==> src/hw/rtl/bba_pkg.sv <==
package bba_pkg;

    // Heap geometry
    localparam int MIN_ORD = 5;
    localparam int MAX_ORD = 17;
    localparam int GRAN    = 4096;
    localparam int HDR     = 8;
    localparam int NORD    = MAX_ORD - MIN_ORD + 1;
    localparam int GW      = $clog2(GRAN);
    localparam int OW      = 5;
    localparam int SW      = $clog2(NORD);
    localparam int HSW     = 18;

    localparam logic [HSW-1:0] HEAP_CAP = HSW'(GRAN * (2 ** MIN_ORD));

    // Configuration register indexes
    localparam logic CFG_HEAP_BASE = 1'b0;
    localparam logic CFG_HEAP_LEN  = 1'b1;

    // Operation codes
    localparam logic [1:0] OPC_INIT  = 2'd0;
    localparam logic [1:0] OPC_ALLOC = 2'd1;
    localparam logic [1:0] OPC_FREE  = 2'd2;

    // Result status codes
    localparam logic [2:0] ST_OK        = 3'd0;
    localparam logic [2:0] ST_TOO_LARGE = 3'd1;
    localparam logic [2:0] ST_FULL      = 3'd2;
    localparam logic [2:0] ST_NULL      = 3'd3;
    localparam logic [2:0] ST_INVALID   = 3'd4;
    localparam logic [2:0] ST_DOUBLE    = 3'd5;

    typedef logic [GW-1:0] gidx_t;
    typedef logic [OW-1:0] ord_t;

    typedef struct packed {
        logic  ok;
        gidx_t idx;
    } link_t;

    typedef struct packed {
        logic free;
        ord_t level;
    } flev_t;

    typedef struct packed {
        logic [1:0]  operation;
        logic [31:0] request_size;
        logic [63:0] block_address;
    } in_item_t;

    typedef struct packed {
        logic [63:0] result_address;
        logic [2:0]  status;
    } out_item_t;

    typedef enum logic [4:0] {
        S_RCLR, S_IDLE, S_ICLR, S_IORD,
        S_ASIZE, S_AFIND, S_ATAKE, S_AUL,
        S_SPRD, S_SPUL, S_SPP1A, S_SPP1B, S_SPP2A, S_SPP2B,
        S_FOFF, S_FCHK, S_FST, S_FLOOP, S_FBUD, S_FPA, S_FPB,
        S_DONE
    } state_t;

    typedef enum logic [4:0] {
        OP_NONE, OP_CLR, OP_LOAD, OP_I_ORD,
        OP_A_SIZE, OP_A_FIND, OP_A_TAKE, OP_A_UL,
        OP_SP_RD, OP_SP_UL, OP_PUSH_A, OP_PUSH_B,
        OP_F_OFF, OP_F_CHK, OP_F_ST, OP_F_LOOP, OP_F_BUD
    } dp_op_t;

    typedef struct packed {
        dp_op_t     op;
        logic       use_u;
        logic       fin;
        logic [2:0] code;
    } cmd_t;

    typedef struct packed {
        logic       cnt_last;
        logic       k_is_min;
        logic       too_large;
        logic       have_head;
        logic       found;
        logic       k_gt_tgt;
        logic       ptr_zero;
        logic       bad_off;
        logic       start_bit;
        logic       free_bit;
        logic       can_try;
        logic       merge;
        logic [1:0] in_op;
    } sts_t;

    // Free-list slot of an order
    function automatic logic [SW-1:0] slot(input ord_t k);
        return SW'(k - ord_t'(MIN_ORD));
    endfunction

endpackage

==> src/hw/rtl/bba_ctrl.sv <==
module bba_ctrl (
    input  logic          clk,
    input  logic          rst_n,
    input  logic          in_valid,
    output logic          in_stall,
    output logic          out_valid,
    input  logic          out_stall,
    input  bba_pkg::sts_t sts,
    output bba_pkg::cmd_t cmd
);
    import bba_pkg::*;

    state_t     state_reg, state_next;
    logic [2:0] code_reg, code_next;
    logic       out_valid_reg, out_valid_next;

    always_ff @(posedge clk or negedge rst_n)
    begin
        if (!rst_n)
        begin
            state_reg     <= S_RCLR;
            code_reg      <= ST_OK;
            out_valid_reg <= 1'b0;
        end
        else
        begin
            state_reg     <= state_next;
            code_reg      <= code_next;
            out_valid_reg <= out_valid_next;
        end
    end

    // Next state and commands
    always_comb
    begin
        state_next = state_reg;
        code_next  = code_reg;
        cmd        = '{op: OP_NONE, use_u: 1'b0, fin: 1'b0, code: code_reg};
        in_stall   = 1'b1;

        unique case (state_reg)
            S_RCLR:
            begin
                cmd.op = OP_CLR;
                if (sts.cnt_last)
                begin
                    state_next = S_IDLE;
                end
            end
            S_IDLE:
            begin
                in_stall = 1'b0;
                if (in_valid)
                begin
                    cmd.op = OP_LOAD;
                    unique case (sts.in_op)
                        OPC_INIT:  state_next = S_ICLR;
                        OPC_ALLOC: state_next = S_ASIZE;
                        OPC_FREE:  state_next = S_FOFF;
                        default:
                        begin
                            code_next  = ST_INVALID;
                            state_next = S_DONE;
                        end
                    endcase
                end
            end
            S_ICLR:
            begin
                cmd.op = OP_CLR;
                if (sts.cnt_last)
                begin
                    state_next = S_IORD;
                end
            end
            S_IORD:
            begin
                cmd.op = OP_I_ORD;
                if (sts.k_is_min)
                begin
                    code_next  = ST_OK;
                    state_next = S_DONE;
                end
            end
            S_ASIZE:
            begin
                if (sts.too_large)
                begin
                    code_next  = ST_TOO_LARGE;
                    state_next = S_DONE;
                end
                else
                begin
                    cmd.op     = OP_A_SIZE;
                    state_next = S_AFIND;
                end
            end
            S_AFIND:
            begin
                cmd.op = OP_A_FIND;
                if (sts.have_head)
                begin
                    state_next = S_ATAKE;
                end
                else if (sts.found)
                begin
                    state_next = S_SPRD;
                end
                else
                begin
                    code_next  = ST_FULL;
                    state_next = S_DONE;
                end
            end
            S_ATAKE:
            begin
                cmd.op     = OP_A_TAKE;
                state_next = S_AUL;
            end
            S_AUL:
            begin
                cmd.op     = OP_A_UL;
                code_next  = ST_OK;
                state_next = S_DONE;
            end
            S_SPRD:
            begin
                cmd.op     = OP_SP_RD;
                state_next = S_SPUL;
            end
            S_SPUL:
            begin
                cmd.op     = OP_SP_UL;
                state_next = S_SPP1A;
            end
            S_SPP1A:
            begin
                cmd.op     = OP_PUSH_A;
                cmd.use_u  = 1'b1;
                state_next = S_SPP1B;
            end
            S_SPP1B:
            begin
                cmd.op     = OP_PUSH_B;
                cmd.use_u  = 1'b1;
                state_next = S_SPP2A;
            end
            S_SPP2A:
            begin
                cmd.op     = OP_PUSH_A;
                state_next = S_SPP2B;
            end
            S_SPP2B:
            begin
                cmd.op     = OP_PUSH_B;
                state_next = sts.k_gt_tgt ? S_SPRD : S_ATAKE;
            end
            S_FOFF:
            begin
                if (sts.ptr_zero)
                begin
                    code_next  = ST_NULL;
                    state_next = S_DONE;
                end
                else
                begin
                    cmd.op     = OP_F_OFF;
                    state_next = S_FCHK;
                end
            end
            S_FCHK:
            begin
                if (sts.bad_off)
                begin
                    code_next  = ST_INVALID;
                    state_next = S_DONE;
                end
                else
                begin
                    cmd.op     = OP_F_CHK;
                    state_next = S_FST;
                end
            end
            S_FST:
            begin
                if (!sts.start_bit)
                begin
                    code_next  = ST_INVALID;
                    state_next = S_DONE;
                end
                else if (sts.free_bit)
                begin
                    code_next  = ST_DOUBLE;
                    state_next = S_DONE;
                end
                else
                begin
                    cmd.op     = OP_F_ST;
                    state_next = S_FLOOP;
                end
            end
            S_FLOOP:
            begin
                if (sts.can_try)
                begin
                    cmd.op     = OP_F_LOOP;
                    state_next = S_FBUD;
                end
                else
                begin
                    state_next = S_FPA;
                end
            end
            S_FBUD:
            begin
                cmd.op     = OP_F_BUD;
                state_next = sts.merge ? S_FLOOP : S_FPA;
            end
            S_FPA:
            begin
                cmd.op     = OP_PUSH_A;
                state_next = S_FPB;
            end
            S_FPB:
            begin
                cmd.op     = OP_PUSH_B;
                code_next  = ST_OK;
                state_next = S_DONE;
            end
            S_DONE:
            begin
                if (!out_valid_reg || !out_stall)
                begin
                    cmd.fin    = 1'b1;
                    state_next = S_IDLE;
                end
            end
            default:
            begin
                state_next = S_IDLE;
            end
        endcase

        // Output beat holds until taken
        if (cmd.fin)
        begin
            out_valid_next = 1'b1;
        end
        else if (!out_stall)
        begin
            out_valid_next = 1'b0;
        end
        else
        begin
            out_valid_next = out_valid_reg;
        end
    end

    assign out_valid = out_valid_reg;

endmodule

==> config.mk <==
export PLATFORM = sky130hd
export DESIGN_NAME = bba_ctrl
export DESIGN_NICKNAME = d
export VERILOG_FILES = /design/src/hw/rtl/bba_pkg.sv /design/src/hw/rtl/bba_ctrl.sv
export SDC_FILE = /design/constraint.sdc
export NUM_CORES = 1
export LEC_CHECK = 0
export BUFFER_PORTS_ARGS = -buffer_cell sky130_fd_sc_hd__clkbuf_2
export CORE_ASPECT_RATIO = 2
export CORE_MARGIN = 10
export CORE_UTILIZATION = 40
export CTS_BUF_LIST = sky130_fd_sc_hd__clkbuf_8
export DETAILED_ROUTE_END_ITERATION = 6
export PLACE_DENSITY_LB_ADDON = 0.05
export SLEW_MARGIN = 20
export SYNTH_ARGS = -nofsm -noshare
export SYNTH_HDL_FRONTEND = slang
export SYNTH_SLANG_ARGS = --single-unit
==> constraint.sdc <==
create_clock -name clk -period 3.19 [get_ports clk]
set_clock_uncertainty 0.15 [all_clocks]
set_input_delay 0 -clock clk [delete_from_list [all_inputs] [get_ports clk]]
set_output_delay 0 -clock clk [all_outputs]
set_load 0.01 [all_outputs]
==> impl_metrics.ini, run 1 <==
[outcome]
status = completed

[timing]
tightest_slew_ps = 756.2
rsz0062_at_grt = no
period_share_pct = 80.09
setup_viol = 0
slew_headroom_pct = 49.59
fin_tns_setup_ps = 0
finalCriticalPeriod_ps = 2555
hold_viol_final = 0
drv_slew = 0
fmax_mhz = 391.4

[logic_synthesis]
synth_top_area_share_pct = 17.91
netlist_area_um2 = 1257
synth_edf_count = 0
ys_seq_elements = 9
netlist_top_cells_area = dfrtp_1, a21oi_1, nor2_1
syn_inst = 168
syn_nets = 186
synthArstFlopShare_pct = 100.0
ys_seq_area_share_pct = 17.91
ys_warn_count = 0
yosysTopAreaCell = dfrtp_1
synth-main-ff-cell = dfrtp_1
synth.avg_cell_area_um2 = 7.485
ys_types = 56

[power]
ir_drop_mv = 0.5158
pwr-share-clk_pct = 8.2
p_leak_nw = 0.6228
p_sw_uw = 826.9
switching_share_pct = 53.02
p_int_uw = 732.6
pwr-share-seq_pct = 21.1
p_comb_share_pct = 70.6
p_per_area_nw_per_um2 = 1086

[routing]
drc = 0
vias = 1436
viasPerCell = 6.411
ant_nets = 0
wl_per_cell_um = 19.64
drt_iter0_drc = 54
wl_mm = 4.400
dr.pass1.iters = 4

[global_routing]
grt_pass1_vias = 1503
antenna_found_initial = 0
overflow = 0
grt_start_max_net_pins = 24
globalRouteTotalUtil_pct = 14.64
grt_pass1_wl_mm = 7.113

[setup_path]
r2r-end = state_reg[1]
cp_cell_sequence = clkinv_1 > nor2_1 > nand4_1 > a21oi_1 > clkbuf_2
critPathLaunchType = flop
arrival_ps = 2400
cpPeakStageDelay_ps = 680
cp_max_fo = 17
worstPathRequired_ps = 3040
r2r_slack_ps = 850
reg2regPathDepth = 5
endpoint_kind = primary output
r2r-start = state_reg[0]
slowest_stage = dfrtp_1
crit_type = flop to primary output

[floorplan]
dieHeight_um = 99.29
rows = 28
core_um2 = 2978
start_util_pct = 42.23
io_pins = 30
fp.dieW_um = 59.65
die-area_um2 = 5922

[placement]
port_buffers = 29
gp_congestion = 0.8973
dp.cells = 217
hpwl_mm = 3.542

[hold_path]
min_path_type = input pin to async pin

[clock_network]
htree_levels = 1
cts_inserted_buffers = 3
root_buffer = clkbuf_8
cts_resized = 0
ctsLongestPathBuffers = 2
clock_latency_ps = 230
cts.sinks = 9
cts_tree = done
clk_pin_slew_ps = 50

[layout]
final_net_count = 213
area_growth_pct = 14.23
layout-drive-gt1-share_pct = 27.32
largest_reg_flops = 5
finalNonFillerCells = 224
fillers = 327
diodes = 0

[run]
max-cap-violations = 0
==> power by group through the flow <==
stage                     clock [mW]  combinational (mW)  sequential (mW)
after floorplan                    0               0.955            0.205
after global placement             0                1.09            0.325
after detailed placement           0                1.09            0.325
after CTS                      0.131                1.10            0.323
after global routing           0.141                1.21            0.346
final                          0.128                1.10            0.330
==> worst max-delay path by stage <==
stage	startpoint	endpoint	slack (ps)	cells after the start
after floorplan	state_reg[1]	code_reg[0]	1430	6
after global placement	state_reg[0]	state_reg[1]	910	5
after detailed placement	state_reg[0]	state_reg[1]	880	5
after CTS	state_reg[4]	cmd[3]	640	5
after global routing	state_reg[4]	cmd[3]	430	5
final	state_reg[4]	cmd[3]	640	5
==> critical path: cells and delay by family, from the launching register on <==
kind | cells | cell delay [ps]
buffers and inverters | 2 | 630
and+or+nand+nor | 2 | 640
DFF | 1 | 680
AOI/OAI and AO/OA | 1 | 220
==> layout make-up <==
class                   count  area (um2)  share of cell area, %
clock buffers               3       41.29                  2.875
clock inverters             1       5.005                 0.3484
inverters                   6       22.52                  1.568
multi-input cells         138       892.1                  62.11
flip-flops and latches      9       225.2                  15.68
well taps                  30       37.54                  2.613
repair buffers             37       212.7                  14.81
==> cells in the final DEF, fill, tap and decap left out, types with 6 or more instances in the layout <==
master	n
a31oi_1	6
a21oi_1	15
dfrtp_1	9
nor2_1	18
clkbuf_2	29
o22ai_1	7
o21ai_0	9
nand2_1	13
==> routing by layer <==
metal	routed length, um	share of wire [%]	GRT usage (%)	vias up
met5	0	0	0	-
met3	258	5.9	2.293	23
met1	1601	36	15.20	661
met2	2285	52	25.08	71
li1	-	-	-	681
met4	253	5.8	10.07	0
==> cells in the mapped netlist (2+ instances only) <==
library cell	number
nor3_1	3
nor3_2	2
xor2_1	2
buf_6	5
a31oi_1	6
buf_2	4
nor2b_1	5
a21oi_1	15
buf_4	5
nor2_1	18
mux2_2	4
o22ai_1	7
and3_1	3
o32a_1	3
nand2_1	13
nand2b_1	3
a32oi_1	3
inv_1	5
a22oi_1	3
nand3_1	5
o21ai_0	9
dfrtp_1	9
a211oi_1	2
or2b_1	2
==> cells by family (layout without fill, tap and decap cells) <==
group,Yosys count,after routing,synth area share (%)
flops,9,9,17.91
mux,4,4,3.582
compound gates,64,64,35.82
xor+xnor,2,2,1.393
buf+inv,21,47,11.14
simple gates,68,68,30.15
==> what timing repair did <==
item,4_1_cts,5_1_grt
hold buffers,3,0
endpoints found under the hold margin,13,0
endpoints found under the setup margin,0,0
buffers inserted,0,0
==> metrics by stage <==
stage | setup slack (ps) | util [%] | power [mW] | cell area, um2 | hold slack [ps]
6_report | 635.1 | 48.24 | 1.559 | 1436 | 10.92
5_1_grt | 428.1 | 48.24 | 1.701 | 1436 | 24.55
4_1_cts | 641.5 | 48.24 | 1.553 | 1436 | 4.602
3_5_place_dp | 877.6 | 45.67 | 1.417 | 1360 | -282.2
3_3_place_gp | 909.3 | 45.67 | 1.414 | 1360 | -285.8
2_1_floorplan | 1429 | - | 1.160 | 1257 | -445.6
Power figures use the tool's default switching activity.
==> inputs of run 2 (changes only) <==
Clock period 3.19 ns to 2.1 ns, I/O delays scaled along.
==> run 2 against run 1 <==
Global-route usage increased by 1.4 points. Combinational power rose by 110%. Critical path depth down 1. First-iteration DRC count up 17%. Non-clock buffer count rose by 34. Routed wire length increased by 11%. Via count up 11%. Sequential share of layout area shrank 2.7 points. Register-to-register slack worse by 790 ps. Critical endpoint is now code_reg[1].
==> impl_metrics.ini, run 2 (same netlist as run 1, synthesis figures left out) <==
[global_routing]
grt_start_max_net_pins = 22
globalRouteTotalUtil_pct = 16.09
grt_pass1_vias = 1597
overflow = 0
antenna_found_initial = 0
grt_pass1_wl_mm = 7.638

[setup_path]
crit_type = flop to flop
cpPeakStageDelay_ps = 570
reg2regPathDepth = 4
cp_max_fo = 13
startpoint = state_reg[4]
r2r-start = state_reg[4]
slowest_stage = o41ai_2
r2r_slack_ps = 60
critPathBufInv = 0
cp_cell_sequence = or2_4 > o41ai_2 > nor3_4 > mux2_2
arrival_ps = 2000
r2r-end = code_reg[1]
worstPathRequired_ps = 2060
endpoint_kind = flop
endpoint = code_reg[1]
path_delay_family = compound AO/OA/AOI/OAI gates
critPathLaunchType = flop
worst-path-stages = 4

[layout]
finalNonFillerCells = 258
diodes = 0
final_net_count = 247
fillers = 286
final_common_cell = buf_4
area_growth_pct = 39.90
mostFrequentLayoutCells = buf_4, clkbuf_2, nor2_1
largest_reg_flops = 5
layout-drive-gt1-share_pct = 40.79

[placement]
dp.cells = 245
hpwl_mm = 3.915
port_buffers = 29
gp_congestion = 0.9533

[routing]
dr.pass1.iters = 4
wl_mm = 4.891
viasPerCell = 6.163
drc = 0
drt_iter0_drc = 63
vias = 1590
wl_per_cell_um = 18.96
ant_nets = 0

[clock_network]
htree_levels = 1
root_buffer = clkbuf_8
ctsLongestPathBuffers = 2
cts_inserted_buffers = 3
cts_tree = done
clk_pin_slew_ps = 40
cts.sinks = 9
clock_latency_ps = 230

[timing]
hold_viol_final = 0
setup_viol = 0
finalCriticalPeriod_ps = 2040
rsz0062_at_grt = no
period_share_pct = 97.14
fmax_mhz = 490.2
whs_ps = 4.156
drv_slew = 0
tightest_slew_ps = 537.4
slew_headroom_pct = 63.78

[floorplan]
core_um2 = 2978
die-area_um2 = 5922
start_util_pct = 42.23
dieHeight_um = 99.29
io_pins = 30
fp.dieW_um = 59.65
rows = 28

[power]
p_leak_nw = 0.8009
ir_drop_mv = 0.9099
p_per_area_nw_per_um2 = 1669
power.total_mw = 2.935

[run]
max-cap-violations = 0

[outcome]
status = completed

[hold_path]
min_path_type = input pin to flop
==> run 2: cell count changes in the layout (fill, tap and decap cells not counted), moves of 2 or more <==
cell     delta
buf_12      +2
buf_4      +31
dfrtp_1     -3
dfrtp_2     +3
nor2_1      -2
==> run 2: layout make-up <==
| cell class | count | area [um2] | share of cell area (%) |
|---|---|---|---|
| clock buffer | 3 | 41.29 | 2.347 |
| sequential | 9 | 229.0 | 13.02 |
| inverter | 6 | 22.52 | 1.280 |
| timing repair buffer | 71 | 495.5 | 28.16 |
| tap | 30 | 37.54 | 2.134 |
| multi-input combinational | 138 | 929.6 | 52.84 |
| clock inverter | 1 | 3.754 | 0.2134 |
==> run 2: metal layers <==
metal | GRT usage (%) | vias up | part of all wire (%)
met4 | 9.375 | 0 | 5.0
met2 | 27.39 | 84 | 52
met5 | 0 | - | 0
met1 | 17.11 | 731 | 36
met3 | 3.312 | 19 | 6.9
li1 | - | 756 | -
==> run 2: metrics by stage <==
stage / utilization, % / cell area (um2) / setup TNS (ps) / setup WS [ps]
after floorplan: - / 1257 / 0 / 339.3
after global placement: 53.57 / 1595 / -174.1 / -58.39
after detailed placement: 53.57 / 1595 / -30.83 / -12.13
after CTS: 56.76 / 1690 / 0 / 32.40
after global routing: 59.08 / 1759 / 0 / 16.86
final: 59.08 / 1759 / 0 / 60.01
==> run 2: worst min path at each step <==
stage,startpoint,endpoint,slack (ps),depth (start not counted)
floorplan,rst_n,code_reg[0],-450,0
global placement,rst_n,code_reg[2],-290,1
detailed placement,rst_n,code_reg[1],-290,1
CTS,in_valid,state_reg[3],3,3
global route,in_valid,state_reg[3],10,3
finish,in_valid,state_reg[3],4,3
==> run 2: worst register-to-register path: cells and delay by family (launching register included) <==
family / cells / cell delay, ps
AO/OA/AOI/OAI: 1 / 570
flip-flops: 1 / 500
AND/OR/NAND/NOR: 2 / 400
multiplexers: 1 / 290
==> run 2: power breakdown <==
part | total, mW | leakage (nW) | switching (mW) | internal [mW]
logic | 2.35 | 0.663 | 1.22 | 1.13
clock network | 0.189 | 0.0269 | 0.0626 | 0.127
registers | 0.395 | 0.112 | 0.138 | 0.257
==> run 2: timing repair <==
action | CTS | global route
hold endpoints to repair | 13 | 0
pin swaps | 0 | 1
buffers inserted | 0 | 5
hold buffers | 4 | 0
resized for setup | 4 | 7
setup endpoints to repair | 7 | 7
